File: src/rtl/brwd_pkg.sv
// ----------------------------------------------------------------------------
// brwd_pkg
// Types, constants and the bank gather function of the window decoder.
// ----------------------------------------------------------------------------
package brwd_pkg;

   localparam int BANKS_PER_CHIP = 32;
   localparam int RAM_BANK_W     = $clog2(BANKS_PER_CHIP);
   localparam int BANK_W         = RAM_BANK_W + 1;

   localparam logic [15:0] ADDR_CONTROL = 16'hD303;
   localparam logic [15:0] ADDR_BANK    = 16'hD301;
   localparam logic [1:0]  WIN_TAG      = 2'b01;   // address[15:14] of 0x4000-0x7FFF
   localparam logic [7:0]  NOP_BYTE     = 8'hEA;
   localparam logic [7:0]  BANK_PORT_RESET = 8'hFF;
   localparam int          CTRL_WIN_BIT = 2;

   typedef enum logic [2:0] {
      MODE_128K   = 3'd0,
      MODE_192K   = 3'd1,
      MODE_320K_A = 3'd2,
      MODE_320K_B = 3'd3,
      MODE_576K   = 3'd4,
      MODE_1088K  = 3'd5,
      MODE_OFF_A  = 3'd6,
      MODE_OFF_B  = 3'd7
   } mode_type;

   typedef struct packed {
      logic [15:0] address;
      logic        is_read;
      logic [7:0]  write_data;
   } req_type;

   typedef struct packed {
      logic [7:0]            read_data;
      logic                  drive_bus;
      logic                  internal_ram_off;
      logic                  ram_enable;
      logic                  ram_write;
      logic                  ram_chip;
      logic [RAM_BANK_W-1:0] ram_bank;
      logic [13:0]           window_offset;
   } rsp_type;

   function automatic logic [BANK_W-1:0] gather_bank(logic [7:0] p, mode_type mode);
      logic [BANK_W-1:0] bank;
      bank = '0;
      case (mode)
         MODE_128K:   bank = {4'b0, p[3:2]};
         MODE_192K:   bank = {3'b0, p[6], p[3:2]};
         MODE_320K_A: bank = {2'b0, p[6:5], p[3:2]};
         MODE_320K_B: bank = {2'b0, p[7:6], p[3:2]};
         MODE_576K:   bank = {1'b0, p[6:5], p[3:1]};
         default:     bank = {p[7:5], p[3:1]};
      endcase
      return bank;
   endfunction

endpackage

File: src/rtl/brwd_input_stage.sv
// ----------------------------------------------------------------------------
// brwd_input_stage
// Input register of the decoder; holds one bus cycle until decode takes it.
// ----------------------------------------------------------------------------
module brwd_input_stage (
   input  logic              clock,
   input  logic              reset,
   input  logic              req_valid,
   output logic              req_stall,
   input  brwd_pkg::req_type req_item,
   output logic              s1_valid,
   input  logic              s1_take,
   output brwd_pkg::req_type s1_item
);

   logic              valid_ff, valid_in;
   brwd_pkg::req_type item_ff;
   logic              load;

   assign load      = req_valid && !req_stall;
   assign req_stall = valid_ff && !s1_take;
   assign valid_in  = load || (valid_ff && !s1_take);

   always_ff @(posedge clock) begin
      if (reset) begin
         valid_ff <= 1'b0;
      end else begin
         valid_ff <= valid_in;
      end
   end

   always_ff @(posedge clock) begin
      if (load) begin
         item_ff <= req_item;
      end
   end

   assign s1_valid = valid_ff;
   assign s1_item  = item_ff;

endmodule

File: src/rtl/brwd_port_regs.sv
// ----------------------------------------------------------------------------
// brwd_port_regs
// Emulated bank port and port control registers, mode register and the
// window decode of one bus cycle.
// ----------------------------------------------------------------------------
module brwd_port_regs (
   input  logic               clock,
   input  logic               reset,
   input  logic               csr_write_enable,
   input  logic [2:0]         csr_write_data,
   input  brwd_pkg::req_type  s1_item,
   input  logic               s1_fire,
   output brwd_pkg::rsp_type  dec_item
);

   brwd_pkg::mode_type mode_ff;
   logic [7:0]         bank_port_ff, bank_port_in;
   logic [7:0]         port_control_ff, port_control_in;

   logic                        hit_ctrl, hit_bank, in_win;
   logic [brwd_pkg::BANK_W-1:0] bank;

   assign hit_ctrl = (s1_item.address == brwd_pkg::ADDR_CONTROL);
   assign hit_bank = (s1_item.address == brwd_pkg::ADDR_BANK);
   assign in_win   = (s1_item.address[15:14] == brwd_pkg::WIN_TAG)
                     && port_control_ff[brwd_pkg::CTRL_WIN_BIT];
   assign bank     = brwd_pkg::gather_bank(bank_port_ff, mode_ff);

   always_comb begin
      bank_port_in    = bank_port_ff;
      port_control_in = port_control_ff;
      dec_item        = '0;
      if (hit_ctrl || hit_bank) begin
         if (s1_item.is_read) begin
            dec_item.read_data = hit_ctrl ? port_control_ff : bank_port_ff;
            dec_item.drive_bus = 1'b1;
         end else if (hit_ctrl) begin
            port_control_in = s1_item.write_data;
         end else begin
            bank_port_in = s1_item.write_data;
         end
      end else if (in_win) begin
         dec_item.internal_ram_off = 1'b1;
         if (mode_ff == brwd_pkg::MODE_OFF_A || mode_ff == brwd_pkg::MODE_OFF_B) begin
            // no expansion: reads see a NOP byte, writes are dropped
            if (s1_item.is_read) begin
               dec_item.read_data = brwd_pkg::NOP_BYTE;
               dec_item.drive_bus = 1'b1;
            end
         end else begin
            dec_item.ram_enable    = 1'b1;
            dec_item.ram_write     = !s1_item.is_read;
            dec_item.ram_chip      = bank[brwd_pkg::BANK_W-1];
            dec_item.ram_bank      = bank[brwd_pkg::RAM_BANK_W-1:0];
            dec_item.window_offset = s1_item.address[13:0];
         end
      end
   end

   always_ff @(posedge clock) begin
      if (reset) begin
         mode_ff         <= brwd_pkg::MODE_128K;
         bank_port_ff    <= brwd_pkg::BANK_PORT_RESET;
         port_control_ff <= '0;
      end else begin
         if (csr_write_enable) begin
            mode_ff <= brwd_pkg::mode_type'(csr_write_data);
         end
         if (s1_fire) begin
            bank_port_ff    <= bank_port_in;
            port_control_ff <= port_control_in;
         end
      end
   end

endmodule

File: src/rtl/brwd_result_stage.sv
// ----------------------------------------------------------------------------
// brwd_result_stage
// Result register; loads a decoded item whenever it is empty or being taken.
// ----------------------------------------------------------------------------
module brwd_result_stage (
   input  logic              clock,
   input  logic              reset,
   input  logic              s1_valid,
   input  brwd_pkg::rsp_type dec_item,
   output logic              s2_load,
   output logic              rsp_valid,
   input  logic              rsp_stall,
   output brwd_pkg::rsp_type rsp_item
);

   logic              valid_ff, valid_in;
   brwd_pkg::rsp_type item_ff;

   assign s2_load  = !valid_ff || !rsp_stall;
   assign valid_in = s2_load ? s1_valid : valid_ff;

   always_ff @(posedge clock) begin
      if (reset) begin
         valid_ff <= 1'b0;
      end else begin
         valid_ff <= valid_in;
      end
   end

   always_ff @(posedge clock) begin
      if (s2_load && s1_valid) begin
         item_ff <= dec_item;
      end
   end

   assign rsp_valid = valid_ff;
   assign rsp_item  = item_ff;

endmodule

File: src/rtl/banked_ram_window_decoder_core.sv
// ----------------------------------------------------------------------------
// banked_ram_window_decoder_core
// Host bus cycle decoder for a two-chip banked RAM expansion.
// ----------------------------------------------------------------------------
// Each bus cycle item passes an input register, one decode step and a result
// register, in that order, and one item is taken every cycle while rsp_stall
// stays low. The registers at 0xD301 (bank port, resets to 0xFF) and 0xD303
// (port control) are read and written by the decode step in item order.
// Window cycles (0x4000-0x7FFF with control bit 2 set) turn internal RAM off
// and, in modes 0-5, address one of two external chips; in modes 6-7 reads
// return 0xEA. csr_write_data sets the mode and should be written only while
// no item is in flight.
// ----------------------------------------------------------------------------
module banked_ram_window_decoder_core (
   input  logic        clock,
   input  logic        reset,
   input  logic        csr_write_enable,
   input  logic [2:0]  csr_write_data,
   input  logic        req_valid,
   output logic        req_stall,
   input  logic [15:0] req_address,
   input  logic        req_is_read,
   input  logic [7:0]  req_write_data,
   output logic        rsp_valid,
   input  logic        rsp_stall,
   output logic [7:0]  rsp_read_data,
   output logic        rsp_drive_bus,
   output logic        rsp_internal_ram_off,
   output logic        rsp_ram_enable,
   output logic        rsp_ram_write,
   output logic        rsp_ram_chip,
   output logic [brwd_pkg::RAM_BANK_W-1:0] rsp_ram_bank,
   output logic [13:0] rsp_window_offset
);

   brwd_pkg::req_type req_item, s1_item;
   brwd_pkg::rsp_type dec_item, rsp_item;
   logic              s1_valid, s2_load, s1_fire;

   assign req_item.address    = req_address;
   assign req_item.is_read    = req_is_read;
   assign req_item.write_data = req_write_data;

   assign s1_fire = s1_valid && s2_load;

   brwd_input_stage u_input_stage (
      .clock     (clock),
      .reset     (reset),
      .req_valid (req_valid),
      .req_stall (req_stall),
      .req_item  (req_item),
      .s1_valid  (s1_valid),
      .s1_take   (s2_load),
      .s1_item   (s1_item)
   );

   brwd_port_regs u_port_regs (
      .clock            (clock),
      .reset            (reset),
      .csr_write_enable (csr_write_enable),
      .csr_write_data   (csr_write_data),
      .s1_item          (s1_item),
      .s1_fire          (s1_fire),
      .dec_item         (dec_item)
   );

   brwd_result_stage u_result_stage (
      .clock     (clock),
      .reset     (reset),
      .s1_valid  (s1_valid),
      .dec_item  (dec_item),
      .s2_load   (s2_load),
      .rsp_valid (rsp_valid),
      .rsp_stall (rsp_stall),
      .rsp_item  (rsp_item)
   );

   assign rsp_read_data        = rsp_item.read_data;
   assign rsp_drive_bus        = rsp_item.drive_bus;
   assign rsp_internal_ram_off = rsp_item.internal_ram_off;
   assign rsp_ram_enable       = rsp_item.ram_enable;
   assign rsp_ram_write        = rsp_item.ram_write;
   assign rsp_ram_chip         = rsp_item.ram_chip;
   assign rsp_ram_bank         = rsp_item.ram_bank;
   assign rsp_window_offset    = rsp_item.window_offset;

endmodule

File: config.mk
export PLATFORM = sky130hd
export DESIGN_NAME = banked_ram_window_decoder_core
export DESIGN_NICKNAME = d
export VERILOG_FILES = /design/src/rtl/brwd_pkg.sv /design/src/rtl/brwd_input_stage.sv /design/src/rtl/brwd_port_regs.sv /design/src/rtl/brwd_result_stage.sv /design/src/rtl/banked_ram_window_decoder_core.sv
export SDC_FILE = /design/constraint.sdc
export NUM_CORES = 1
export LEC_CHECK = 0
export BUFFER_PORTS_ARGS = -buffer_cell sky130_fd_sc_hd__buf_2
export CAP_MARGIN = 20
export CORE_MARGIN = 4
export CORE_UTILIZATION = 48
export DETAILED_ROUTE_END_ITERATION = 12
export GPL_TIMING_DRIVEN = 1
export PLACE_DENSITY = 0.72
export REMOVE_ABC_BUFFERS = 1
export SYNTH_ARGS = -nofsm -noshare
export SYNTH_HDL_FRONTEND = slang
export SYNTH_SLANG_ARGS = --single-unit
File: constraint.sdc
create_clock -name clock -period 10.25 [get_ports clock]
set_clock_uncertainty 0.05 [all_clocks]
set_input_delay 2.05 -clock clock [delete_from_list [all_inputs] [get_ports clock]]
set_output_delay 2.05 -clock clock [all_outputs]
set_load 0.05 [all_outputs]
== After elaboration in Yosys (flattened, before gate mapping) ==
Index checks and enable logic that the tools add are counted.
Widths: inputs -> output; s select.
Storage, ports and cells
  register bits: 78
  bits of input ports: 33
  output and inout port bits: 34
  word-level logic and storage cells: 54
Cells by class
  equality and inequality tests: 9
  multiplexer cells: 8
  bitwise logic cells: 3
  reduce and logical (&&, ||, !) cells: 18
Operators with widths (number)
  $mux 9: 4
  $eq 16x16->1 const B: 2
  $mux 32: 1
  $pmux 6 s5: 1
  $mux 22: 1
  $eq 3x3->1 const B: 3
  $mux 8: 1
  $reduce_and 4->1: 2
  $eq 3x2->1 const B: 2
  $logic_not 1->1: 5
  $logic_and 1x1->1: 4
  $logic_or 1x1->1: 4
  $eq 3x1->1 const B: 1
  $logic_not 3->1: 1
  $not 1->1: 3
  $reduce_or 3->1: 1
  $eq 2x1->1 const B: 1
  $reduce_or 2->1: 1

== Logic depth before layout (Yosys ltp) ==
  word-level depth: 7
  mapped depth: 6
  mapped depth without buffers: 4

== Hierarchy ==
From an unflattened synthesis, not the netlist that was laid out.
Second synthesis, totals
  cell total of the unflattened synthesis: 214
  area, all modules: 2987.9 µm²
Modules (own cells, without submodules)
  brwd_port_regs: instances 1, cells an instance 147, area an instance 1181.1 µm², sequential area each 380.4 µm²
  brwd_result_stage: instances 1, cells an instance 37, area an instance 999.7 µm², sequential area each 980.9 µm²
  brwd_input_stage: instances 1, cells an instance 29, area an instance 800.8 µm², sequential area each 770.7 µm²
  banked_ram_window_decoder_core: instances 1, cells an instance 1, area an instance 6.3 µm², sequential area each 0.0 µm²

== Worst setup path after synthesis ==
OpenSTA, ideal clock, no wires.
  path type: input to register
  start point: input rsp_stall
  end point: register u_port_regs.bank_port_ff[0]
  setup time: 72 ps
  data arrival time: 5598 ps
  required time: 10128 ps
  path slack: 4530 ps
  cell stages on the path: 4
  path buffers: 0
  cells stage by stage: a21boi_0 nand2_1 nor3_4 mux2i_1
Between the ends
  longest elaborated chain between the ends: 4
RTL lines
  from (decl): RTL line banked_ram_window_decoder_core.sv:25  | input logic rsp_stall,
  $logic_not 1->1: RTL line brwd_result_stage.sv:19  | assign s2_load = !valid_ff || !rsp_stall;
  $logic_or 1x1->1: RTL line brwd_result_stage.sv:19
  $logic_and 1x1->1: RTL line banked_ram_window_decoder_core.sv:44  | assign s1_fire = s1_valid && s2_load;
  $reduce_and 4->1 (no line)
  to (signal assigned): RTL line brwd_port_regs.sv:63  | bank_port_ff <= brwd_pkg::BANK_PORT_RESET;
  to (signal assigned): RTL line brwd_port_regs.sv:70  | bank_port_ff <= bank_port_in;
  to (decl): RTL line brwd_port_regs.sv:17  | logic [7:0] bank_port_ff, bank_port_in;
Every way passes these cells.
A chain may end at the register's enable or synchronous reset.

== Worst setup path after layout ==
  start point: input rsp_stall
  end point: output req_stall
Between the ends
  longest elaborated chain between the ends: 4
RTL lines
  $logic_not 1->1: RTL line brwd_result_stage.sv:19
  $logic_or 1x1->1: RTL line brwd_result_stage.sv:19
  $logic_not 1->1: RTL line brwd_input_stage.sv:21  | assign req_stall = valid_ff && !s1_take;
  $logic_and 1x1->1: RTL line brwd_input_stage.sv:21
  to (decl): RTL line banked_ram_window_decoder_core.sv:20  | output logic req_stall,
Every way passes these cells.

==> impl_metrics.ini <==
[synthesis]
synthCells = 215
synth_fa_ha_area_frac = 0
synthMuxAreaShare = 0.0737
synth_cell_types = 29
synthSimpleGateAreaFrac = 0.145
yosys_warnings = 0
syn-cell-area_um2 = 2990
avgSynthCellArea_um2 = 13.9
synth_seq_cells = 78
synth_top_family_by_area = simple AND/OR/NAND/NOR gates
synth_edf_count = 57
synth-xor-area-share = 0
synth_compound_area_frac = 0.0461
synthFlopType = edfxtp_1
ys_seq_area_frac = 0.714
synth-async-reset-ratio = 0

[drt]
routed_wl_um = 5290
drt-pass1-iter-count = 4
drt_iter0_drc = 92
route.detailed.drc = 0
avgRoutedWirePerCell_um = 14.5
ant_nets = 0
avgViaCountPerCell = 5.10
vias = 1866

[die]
die_h_um = 86.9
io_pins = 67
coreArea_um2 = 5990
rows = 28
die-area_um2 = 7550
die_w_um = 86.9
start_util = 0.499

[finish]
design_area_um2 = 3590
layout-drive-gt1-share = 0.299
antennaDiodeCount = 0
nets = 319
area_growth_pct = 20.1

[clocking]
cts_made_buffers = 9
cts_setup_buffers = 0
cts-resized-gates = 0
hold_buffers = 0
clock-sinks = 78
worstSkewPairLatency_ns = 0.34
tritoncts = yes
h-tree-depth = 3
path_clk_slew_ns = 0.07
cts_max_path_buffers = 2
root_buffer = clkbuf_8

[setup_path]
worst_setup_path_start_kind = input pin
crit_type = in -> out
crit_fanout = 3
rr_endpoint = u_port_regs.bank_port_ff[7]
r2r_cells = 4
r2r-start = u_input_stage.s1_item[13]
cp-end-kind = output port
worstPathArrival_ns = 2.67
critPathRequiredTime_ns = 8.15
rrSetupSlack_ns = 7.79

[timing]
slew-limit-headroom = 0.371
period_minus_slack_ns = 4.77
hold_ws_ns = 0.426
fin_tns_setup_ns = 0
slew_violations = 0
worstMarginPinSlew_ns = 0.937
setup_viol = 0
period_share = 0.465
hold_viol = 0
maxClockFrequency_mhz = 210
rsz0062_at_grt = false

[placement]
routabilityCongestion = 0.787
dp_hpwl_um = 3540
placed_area_um2 = 3380
portBuffers = 66

[min_path]
min_from = u_port_regs.port_control_ff[5]
holdPathEnd = u_port_regs.port_control_ff[5]
hold_path.class = reg -> reg
holdPathStages = 2

[power]
p_leak_nw = 1.37
total_power_mw = 0.621
power.density_nw_per_um2 = 173
peakVddDrop_uv = 102

[global_routing]
antenna_found_initial = 0
overflow = 0
gr-usage-all-layers = 0.150
grt_pass1_vias = 1809
grt_max_degree = 36
grt_pass1_wl_um = 8540

[flow_run]
drv_cap = 0

[outcome]
status = completed
## kinds of logic after synthesis
| family | Yosys count |
|---|---|
| buffers and inverters | 12 |
| muxes | 22 |
| AOI/OAI and AO/OA | 27 |
| DFF | 78 |
| and+or+nand+nor | 76 |
## critical path: stages
cell	delay, ns
buf_2	0.12
and3_1	0.21
buf_2	0.28
## through the flow
step / setup slack [ns] / utilization / cells
final: 5.48 / 0.599 / 366
after global routing: 5.46 / 0.599 / 366
after CTS: 5.47 / 0.594 / 364
after detailed placement: 5.48 / 0.564 / 348
after global placement: 5.50 / 0.563 / 347
after floorplan: 4.53 / - / 205
## cell usage after synthesis, types with 2 or more instances
| master | count | share of area |
|---|---|---|
| a21oi_1 | 13 | 0.022 |
| and2_1 | 14 | 0.029 |
| and3_1 | 3 | 0.0063 |
| buf_1 | 2 | 0.0025 |
| buf_6 | 2 | 0.0075 |
| clkbuf_1 | 5 | 0.0063 |
| dfxtp_1 | 21 | 0.14 |
| edfxtp_1 | 57 | 0.57 |
| inv_1 | 2 | 0.0025 |
| mux2i_1 | 22 | 0.074 |
| nand2_1 | 3 | 0.0038 |
| nand3b_1 | 3 | 0.0075 |
| nand4_1 | 9 | 0.019 |
| nand4bb_1 | 2 | 0.0075 |
| nor2_1 | 27 | 0.034 |
| nor2b_1 | 4 | 0.0084 |
| o21ai_0 | 13 | 0.022 |
| or4_1 | 2 | 0.0050 |
## worst max path at each step
stage | cells past startpoint | from | to | slack (ns)
final | 3 | rsp_stall | req_stall | 5.48
after global routing | 3 | rsp_stall | req_stall | 5.46
after CTS | 3 | rsp_stall | req_stall | 5.47
after detailed placement | 3 | rsp_stall | req_stall | 5.48
after global placement | 3 | rsp_stall | req_stall | 5.50
after floorplan | 4 | rsp_stall | u_port_regs.bank_port_ff[0] | 4.53
## flip-flops by register name, indices dropped and copies added, names as in the netlist
register                     cells
u_port_regs.mode_ff              3
u_port_regs.bank_port_ff         8
u_input_stage.s1_valid           1
u_input_stage.s1_item           25
u_result_stage.rsp_valid         1
u_port_regs.port_control_ff      8
u_result_stage.rsp_item         32
## layer usage
layer / vias up / track usage / routed length, um
li1: 933 / - / -
met1: 863 / 0.191 / 2320
met2: 59 / 0.228 / 2490
met3: 11 / 0.0492 / 351
met4: 0 / 0.0793 / 124
met5: - / 0 / 0
## placed cells by master (no fill, tap or decap), types with 3 or more instances in the layout
cell type / instances
and2_1: 14
o21ai_0: 13
nand4_1: 9
nand3b_1: 3
dfxtp_1: 21
nor2b_1: 3
nor2_1: 27
clkbuf_8: 9
edfxtp_1: 57
and3_1: 3
a21oi_1: 13
mux2i_1: 22
nand2_1: 3
buf_2: 67
clkinv_2: 3
## final cells by class
| cell class | count | area (um2) |
|---|---|---|
| well taps | 75 | 93.8 |
| clock inverters | 6 | 52.6 |
| multi-input cells | 125 | 803 |
| flip-flops and latches | 78 | 2130 |
| fillers | 496 | 2400 |
| clock buffers | 10 | 128 |
| inverters | 2 | 7.51 |
| repair buffers | 70 | 370 |
## report_power, final
group	internal (mW)	switching (mW)	leakage [nW]
clock network	0.110	0.102	0.0949
logic	0.0144	0.0365	0.574
registers	0.351	0.00703	0.699
total	0.475	0.145	1.37
Power figures use the tool's default switching activity.
